<file path="src/ptdd_pkg.sv">
// Shared types, constants and helper functions of the planar tile decoder.
// Used by the top level and by its port checker.
package ptdd_pkg;

    localparam int TPS_DEFAULT = 16;

    localparam int PIX_W      = 32;
    localparam int NUM_PIX    = 8;
    localparam int OFFSET_W   = 14;
    localparam int TILE_W     = 8;
    localparam int ROW_W      = 3;
    localparam int TALLY_W    = 7;
    localparam int ROWCNT_W   = 4;
    localparam int CFG_ADDR_W = 2;
    localparam int CFG_DATA_W = 32;

    localparam int S_TDATA_W  = 16;
    // Output word layout, lowest bit first.
    localparam int OFFSET_LSB = NUM_PIX * PIX_W;
    localparam int PREF_LSB   = OFFSET_LSB + OFFSET_W;
    localparam int TILE_LSB   = PREF_LSB + 2;
    localparam int M_TDATA_W  = TILE_LSB + TILE_W;

    localparam logic [PIX_W-1:0] COLOR_ZERO_RST  = 32'hFF00_0000;
    localparam logic [PIX_W-1:0] COLOR_ONE_RST   = 32'hFF66_6666;
    localparam logic [PIX_W-1:0] COLOR_TWO_RST   = 32'hFFAA_AAAA;
    localparam logic [PIX_W-1:0] COLOR_THREE_RST = 32'hFFFF_FFFF;

    typedef enum logic [CFG_ADDR_W-1:0] {
        CFG_COLOR_ZERO,
        CFG_COLOR_ONE,
        CFG_COLOR_TWO,
        CFG_COLOR_THREE
    } t_cfg_idx;

    typedef enum logic [1:0] {
        CI_ZERO,
        CI_ONE,
        CI_TWO,
        CI_THREE
    } t_color_idx;

    // Integer division by three for tally values below 128: multiply by
    // 43/128, which stays exact over that range.
    function automatic logic [TALLY_W-1:0] div3(input logic [TALLY_W-1:0] v);
        logic [12:0] p;
        p = 13'(v) * 13'd43;
        return {1'b0, p[12:7]};
    endfunction

endpackage

</file>
<file path="src/planar_tile_decode_dominant_color.sv">
// One tile row in and 8 decoded ARGB pixels out, with the row's image offset,
// tile number and, on a tile's last row, its dominant color index. Each word
// passes an input register and then a result register, and a new word can enter
// every cycle while the output is not stalled;
// s_axis_tready follows m_axis_tready whenever the result register is full.
// The four palette registers should be written only while no word is in flight.
// TILES_PER_SIDE (1..64) sets the image width; offsets wrap at 14 bits.
module planar_tile_decode_dominant_color #(
    parameter int TILES_PER_SIDE = ptdd_pkg::TPS_DEFAULT
) (
    input  logic                             i_clk,
    input  logic                             i_rst_n,
    // Configuration write port.
    input  logic                             i_cfg_we,
    input  logic [ptdd_pkg::CFG_ADDR_W-1:0]  i_cfg_addr,
    input  logic [ptdd_pkg::CFG_DATA_W-1:0]  i_cfg_data,
    // Row input: plane_low [7:0], plane_high [15:8].
    input  logic                             s_axis_tvalid,
    output logic                             s_axis_tready,
    input  logic [ptdd_pkg::S_TDATA_W-1:0]   s_axis_tdata,
    // Result: pixel_a..pixel_h [255:0], image_offset [269:256],
    // preferred_color [271:270], tile_number [279:272].
    output logic                             m_axis_tvalid,
    input  logic                             m_axis_tready,
    output logic [ptdd_pkg::M_TDATA_W-1:0]   m_axis_tdata,
    // tile_done: last row of a tile.
    output logic                             m_axis_tlast
);
    import ptdd_pkg::*;

    localparam int TX_W   = (TILES_PER_SIDE > 1) ? $clog2(TILES_PER_SIDE) : 1;
    localparam int SIDE   = 8 * TILES_PER_SIDE;
    localparam int SIDE_W = $clog2(SIDE + 1);
    localparam int LINE_W = TILE_W + ROW_W;
    localparam int PROD_W = LINE_W + SIDE_W;

    logic                  w_adv;
    logic                  w_work;

    logic                  r_s1_valid;
    logic [7:0]            r_lo;
    logic [7:0]            r_hi;

    logic [PIX_W-1:0]      r_color_zero;
    logic [PIX_W-1:0]      r_color_one;
    logic [PIX_W-1:0]      r_color_two;
    logic [PIX_W-1:0]      r_color_three;

    logic [ROW_W-1:0]      r_row;
    logic [TILE_W-1:0]     r_tile;
    logic [TX_W-1:0]       r_tx;
    logic [TILE_W-1:0]     r_ty;
    logic [TALLY_W-1:0]    r_tally [4];

    logic [ROWCNT_W-1:0]   w_row_cnt [4];
    logic [TALLY_W-1:0]    w_sum [4];
    logic [TALLY_W-1:0]    w_c0_div3;
    logic [1:0]            w_pref;
    logic                  w_done;
    logic [LINE_W-1:0]     w_line;
    logic [PROD_W-1:0]     w_prod;
    logic [OFFSET_W-1:0]   w_offset;
    logic [NUM_PIX*PIX_W-1:0] w_pixels;

    logic                  r_m_valid;
    logic [M_TDATA_W-1:0]  r_tdata;
    logic                  r_tlast;

    function automatic logic [PIX_W-1:0] lookup(input logic [1:0] idx,
                                               input logic [PIX_W-1:0] c0,
                                               input logic [PIX_W-1:0] c1,
                                               input logic [PIX_W-1:0] c2,
                                               input logic [PIX_W-1:0] c3);
        logic [PIX_W-1:0] v;
        case (t_color_idx'(idx))
            CI_ZERO:  v = c0;
            CI_ONE:   v = c1;
            CI_TWO:   v = c2;
            CI_THREE: v = c3;
            default:  v = c0;
        endcase
        return v;
    endfunction

    assign w_adv         = !r_m_valid || m_axis_tready;
    assign w_work        = r_s1_valid && w_adv;
    assign s_axis_tready = w_adv;
    assign m_axis_tvalid = r_m_valid;
    assign m_axis_tdata  = r_tdata;
    assign m_axis_tlast  = r_tlast;

    // Pixel decode and per-row color counts; column 0 comes from bit 7.
    always_comb begin
        logic [1:0] idx;
        for (int k = 0; k < 4; k++) begin
            w_row_cnt[k] = '0;
        end
        for (int c = 0; c < NUM_PIX; c++) begin
            idx = {r_hi[NUM_PIX-1-c], r_lo[NUM_PIX-1-c]};
            w_pixels[c*PIX_W +: PIX_W] = lookup(idx, r_color_zero, r_color_one,
                                                r_color_two, r_color_three);
            for (int k = 0; k < 4; k++) begin
                if (idx == 2'(k)) begin
                    w_row_cnt[k] = w_row_cnt[k] + ROWCNT_W'(1);
                end
            end
        end
        for (int k = 0; k < 4; k++) begin
            w_sum[k] = r_tally[k] + TALLY_W'(w_row_cnt[k]);
        end
    end

    // Dominant color over the tile, current row included.
    always_comb begin
        w_done    = (r_row == ROW_W'(7));
        w_c0_div3 = div3(w_sum[0]);
        if (w_sum[3] >= w_sum[1] && w_sum[3] >= w_sum[2] && w_sum[3] >= w_c0_div3) begin
            w_pref = CI_THREE;
        end else if (w_sum[2] >= w_sum[1] && w_sum[2] >= w_sum[3]
                     && w_sum[2] >= w_c0_div3) begin
            w_pref = CI_TWO;
        end else if (w_sum[1] >= w_sum[2] && w_sum[1] >= w_sum[3]
                     && w_sum[1] >= w_c0_div3) begin
            w_pref = CI_ONE;
        end else begin
            w_pref = CI_ZERO;
        end
        if (!w_done) begin
            w_pref = CI_ZERO;
        end
    end

    // Row offset: image width times pixel line, plus the tile's column.
    always_comb begin
        w_line   = {r_ty, 3'b000} + LINE_W'(r_row);
        w_prod   = PROD_W'(w_line) * PROD_W'(SIDE);
        w_offset = w_prod[OFFSET_W-1:0] + OFFSET_W'({r_tx, 3'b000});
    end

    always_ff @(posedge i_clk) begin
        if (!i_rst_n) begin
            r_color_zero  <= COLOR_ZERO_RST;
            r_color_one   <= COLOR_ONE_RST;
            r_color_two   <= COLOR_TWO_RST;
            r_color_three <= COLOR_THREE_RST;
        end else if (i_cfg_we) begin
            case (t_cfg_idx'(i_cfg_addr))
                CFG_COLOR_ZERO:  r_color_zero  <= i_cfg_data;
                CFG_COLOR_ONE:   r_color_one   <= i_cfg_data;
                CFG_COLOR_TWO:   r_color_two   <= i_cfg_data;
                CFG_COLOR_THREE: r_color_three <= i_cfg_data;
                default: ;
            endcase
        end
    end

    always_ff @(posedge i_clk) begin
        if (!i_rst_n) begin
            r_s1_valid <= 1'b0;
            r_m_valid  <= 1'b0;
        end else if (w_adv) begin
            r_s1_valid <= s_axis_tvalid;
            r_m_valid  <= r_s1_valid;
        end
    end

    always_ff @(posedge i_clk) begin
        if (w_adv && s_axis_tvalid) begin
            r_lo <= s_axis_tdata[7:0];
            r_hi <= s_axis_tdata[15:8];
        end
        if (w_work) begin
            r_tdata <= {r_tile, w_pref, w_offset, w_pixels};
            r_tlast <= w_done;
        end
    end

    always_ff @(posedge i_clk) begin
        if (!i_rst_n) begin
            r_row  <= '0;
            r_tile <= '0;
            r_tx   <= '0;
            r_ty   <= '0;
            for (int k = 0; k < 4; k++) begin
                r_tally[k] <= '0;
            end
        end else if (w_work) begin
            r_row <= r_row + ROW_W'(1);
            if (w_done) begin
                for (int k = 0; k < 4; k++) begin
                    r_tally[k] <= '0;
                end
                r_tile <= r_tile + TILE_W'(1);
                // The tile number wraps at 256 regardless of the image width,
                // so the column and tile row restart with it.
                if (r_tile == {TILE_W{1'b1}}) begin
                    r_tx <= '0;
                    r_ty <= '0;
                end else if (r_tx == TX_W'(TILES_PER_SIDE - 1)) begin
                    r_tx <= '0;
                    r_ty <= r_ty + TILE_W'(1);
                end else begin
                    r_tx <= r_tx + TX_W'(1);
                end
            end else begin
                for (int k = 0; k < 4; k++) begin
                    r_tally[k] <= w_sum[k];
                end
            end
        end
    end

endmodule

</file>
<file path="config.mk">
export PLATFORM = sky130hd
export DESIGN_NAME = planar_tile_decode_dominant_color
export DESIGN_NICKNAME = d
export VERILOG_FILES = /design/src/ptdd_pkg.sv /design/src/planar_tile_decode_dominant_color.sv
export SDC_FILE = /design/constraint.sdc
export NUM_CORES = 1
export LEC_CHECK = 0
export ABC_AREA = 0
export BUFFER_PORTS_ARGS = -buffer_cell sky130_fd_sc_hd__buf_4
export CAP_MARGIN = 20
export CORE_MARGIN = 10
export CORE_UTILIZATION = 40
export DETAILED_ROUTE_END_ITERATION = 10
export REMOVE_ABC_BUFFERS = 1
export SETUP_SLACK_MARGIN = 0.3
export SYNTH_ARGS = -nofsm -noshare
export SYNTH_HDL_FRONTEND = slang
export SYNTH_SLANG_ARGS = --single-unit
export TNS_END_PERCENT = 1
</file>
<file path="constraint.sdc">
create_clock -name i_clk -period 10.9 [get_ports i_clk]
set_input_delay 2.18 -clock i_clk [delete_from_list [all_inputs] [get_ports i_clk]]
set_output_delay 2.18 -clock i_clk [all_outputs]
set_load 0.05 [all_outputs]
</file>
==> impl_metrics.py <==
metrics = {
    "critical_path": {
        "setup.worst_path.class": "reg2reg",
        "critPathMaxFanout": 5,
        "arrival_ps": 10090,
        "largest_stage_delay_on_the_critical_path_ps": 480,
        "timing.critical_path.from": "r_hi[6]",
        "cell_count_of_the_worst_reg_to_reg_path": 42,
        "required_arrival_time_at_the_worst_endpoint_ps": 11240,
        "crit_top_cell": "ha_1",
        "regToRegSetupSlack_ps": 1150,
        "cp_endpoint_kind": "register",
        "crit_path_end": "m_axis_tdata[270]",
        "critPathSlowestCell": "fa_1",
        "cp-start-kind": "register",
        "timing.rr.end": "m_axis_tdata[270]",
        "beginning_of_the_worst_register_to_register_path": "r_hi[6]",
    },
    "synth": {
        "synthesis.area_per_instance_sq_um": 13.41,
        "synth.yosys.warnings": 0,
        "synth_enable_flop_cells": 315,
        "ys_ff_latch": 471,
        "postSynthCellCount": 1922,
        "ys_async_sr_fraction_pct": 0,
        "syn-cell-area_sq_um": 25770,
        "synth_seq_area_share_pct": 48.83,
        "dominantRegCellSynth": "edfxtp_1",
        "synthDistinctLibCells": 76,
    },
    "cells_and_area": {
        "area_of_all_sequential_standard_cells_sq_um": 12580,
        "final_layout_size_suffix_gt1_share_pct": 33.10,
        "layout.cells.most_common": "buf_4",
        "num-fill-cells": 5515,
        "fin_util_pct": 48.61,
        "multiInputGateArea_sq_um": 12400,
        "layout.cells.most_common_list": "363 x buf_4, 315 x nand2_1, 315 x edfxtp_1, 256 x mux4_2, 156 x dfxtp_1",
        "fin_nets": 2397,
        "flow.area_growth_from_synthesis_pct": 19.64,
    },
    "sta": {
        "finalSetupViolCount": 0,
        "hold_fails_final_rpt": 0,
        "setup_slack_ps": 1153,
        "fmax_mhz": 102.6,
        "tightestPinTransition_ps": 1103,
        "period_needed_ps": 9747,
        "post-route-period-util_pct": 89.42,
        "finalSetupTns_ps": 0,
        "worst_clock_skew_ps": 14.85,
        "max-slew-margin-rel_pct": 26.49,
        "rsz_0062_raised_after_global_routing": "no",
        "drv_slew": 0,
    },
    "pwr": {
        "power.leakage_nw": 11.68,
        "power_per_cell_area_nw_per_um2": 181.2,
        "vdd.ir_drop.worst_v": 0.0001154,
    },
    "routing": {
        "via_per_inst": 5.716,
        "iteration_count_of_the_initial_detailed_routing_pass": 7,
        "routedWlPerCell_um": 24.64,
        "drtAntennaViolNets": 0,
        "vias": 17788,
        "drc_errors": 0,
        "first_iter_violations": 1629,
        "wirelength_um": 76670,
    },
    "global_routing": {
        "grt_pass1_wl_um": 114900,
        "grt_start_max_net_pins": 88,
        "number_of_antenna_violations_at_the_first_check_in_global_routing": 6,
        "gr-total-overflow": 0,
        "grt_use_total_pct": 19.98,
        "grt_pass1_vias": 17911,
    },
    "die": {
        "row_count": 92,
        "die_outline_width_um": 273.8,
        "design.core.area_sq_um": 63430,
        "die-height_um": 273.8,
        "fp.dieArea_sq_um": 74980,
        "pin_count": 338,
        "starting_density_of_the_core_pct": 40.63,
    },
    "run": {
        "maxCapViolations": 0,
    },
    "placed_design": {
        "gp_routability_congestion": 0.8122,
        "post-place-ws_ps": 1270,
        "dp.final_hpwl_um": 49350,
        "io_buffers": 334,
    },
    "clock_tree": {
        "cts_made_buffers": 51,
        "numClockSinks": 471,
        "tritoncts_clock_tree": "done",
        "post-cts-setup-buffers": 0,
        "longest_clk_path_bufs": 3,
        "clk_pin_slew_ps": 60,
        "post_cts_resize_count": 0,
        "cts.root.buffer_cell": "clkbuf_16",
        "clock_tree.htree_level_count": 2,
        "cts-hold-fix-buffers": 0,
        "worst_skew_pair.late_latency_ps": 590,
    },
    "run_status": {
        "status": "complete, no violations",
    },
    "hold_path": {
        "hold_class": "reg2reg",
    },
}
[worst min-delay path by stage]
stage | startpoint | endpoint | slack (ps) | cells after the start
floorplan | r_ty[3] | m_axis_tdata[269] | 430 | 0
global placement | r_row[1] | m_axis_tdata[264] | 440 | 0
detailed placement | r_row[2] | m_axis_tdata[265] | 460 | 0
CTS | r_row[1] | m_axis_tdata[264] | 470 | 0
global route | r_row[1] | m_axis_tdata[264] | 480 | 0
finish | r_row[1] | m_axis_tdata[264] | 460 | 0
[synthesized netlist by cell type, types with 4 or more instances]
master | n | area [sq um]
or2_2 | 5 | 31.28
buf_4 | 4 | 30.03
nand3_1 | 109 | 545.5
nor2b_1 | 33 | 206.5
and3_1 | 14 | 87.58
fa_1 | 10 | 200.2
a21boi_0 | 58 | 435.4
xnor2_1 | 51 | 446.7
buf_2 | 5 | 25.02
nand2_1 | 315 | 1182
nor2_1 | 41 | 153.9
xnor2_2 | 7 | 113.9
buf_1 | 28 | 105.1
ha_1 | 112 | 1401
and2_1 | 10 | 62.56
or3_1 | 6 | 37.54
a31oi_1 | 4 | 25.02
a21o_1 | 16 | 120.1
mux2_2 | 9 | 101.4
dfxtp_1 | 156 | 3123
nand4_1 | 11 | 68.82
a22oi_1 | 4 | 30.03
a211oi_1 | 4 | 30.03
xor2_1 | 20 | 175.2
a21oi_1 | 24 | 120.1
clkbuf_1 | 81 | 304.0
o21ai_0 | 26 | 130.1
inv_1 | 81 | 304.0
nand3b_1 | 6 | 45.04
nor3_1 | 15 | 75.07
nand2b_1 | 16 | 100.1
mux2i_1 | 8 | 80.08
mux4_2 | 256 | 5766
edfxtp_1 | 315 | 9459
[critical path: cells and delay by family (launching register included)]
family	cells	cell delay [ps]
adders and majority gates	10	3330
xor gates and xnor gates	5	890
buffers and inverters	4	270
and+or+nand+nor	8	1290
muxes	2	570
DFF	1	390
AOI/OAI and AO/OA	13	2780
[layer usage]
metal	vias up	track usage, %	share of wire [%]
met5	-	0	0.027
met4	4	6.048	2.7
met3	131	4.349	8.3
met2	762	33.82	50
met1	9016	25.24	39
li1	7875	-	-
[flip-flops by register name, indices dropped and copies added, names as in the netlist, 3 cells and up]
signal and flops:
r_lo 8, r_tally 28, r_color_zero 32, r_color_three 32, r_color_two 32, r_hi 8, r_tx 4, r_color_one 32
m_axis_tdata 277, r_ty 4, r_row 3, r_tile 8
[per-stage QoR]
step	std cells	hold slack (ps)	power, mW	instance area [sq um]
after floorplan	1803	432.0	3.426	25280
after global placement	3012	439.9	3.820	29090
after detailed placement	3013	455.1	3.868	29120
after CTS	3109	466.1	5.637	30820
after global routing	3110	478.7	5.926	30830
final	3112	460.7	5.587	30830
[final cells by class]
type,count,share of cell area [%]
clock inverters,30,0.8806
well taps,846,3.433
multi-input cells,1248,40.23
repair buffers,364,8.928
clock buffers,66,4.651
flip-flops and latches,471,40.81
inverters,84,1.047
diodes,3,0.02435
[where the power goes]
part / switching, mW / internal [mW]
logic: 1.00 / 0.735
registers: 0.0752 / 2.02
clock network: 0.732 / 1.02
[cells by family (layout without fill, tap and decap cells)]
family                   count (synthesis)  count (layout)  synth area share, %
buffers and inverters                  205             544                3.156
multiplexers                           274             274                23.14
other                                    1               6              0.01455
AO/OA/AOI/OAI                          166             166                4.506
adder cells (fa/ha/maj)                122             122                6.215
AND/OR/NAND/NOR                        598             598                10.65
XOR/XNOR                                85              85                3.496
flip-flops                             471             471                48.83
No activity file was read; power rests on OpenSTA's default activity.
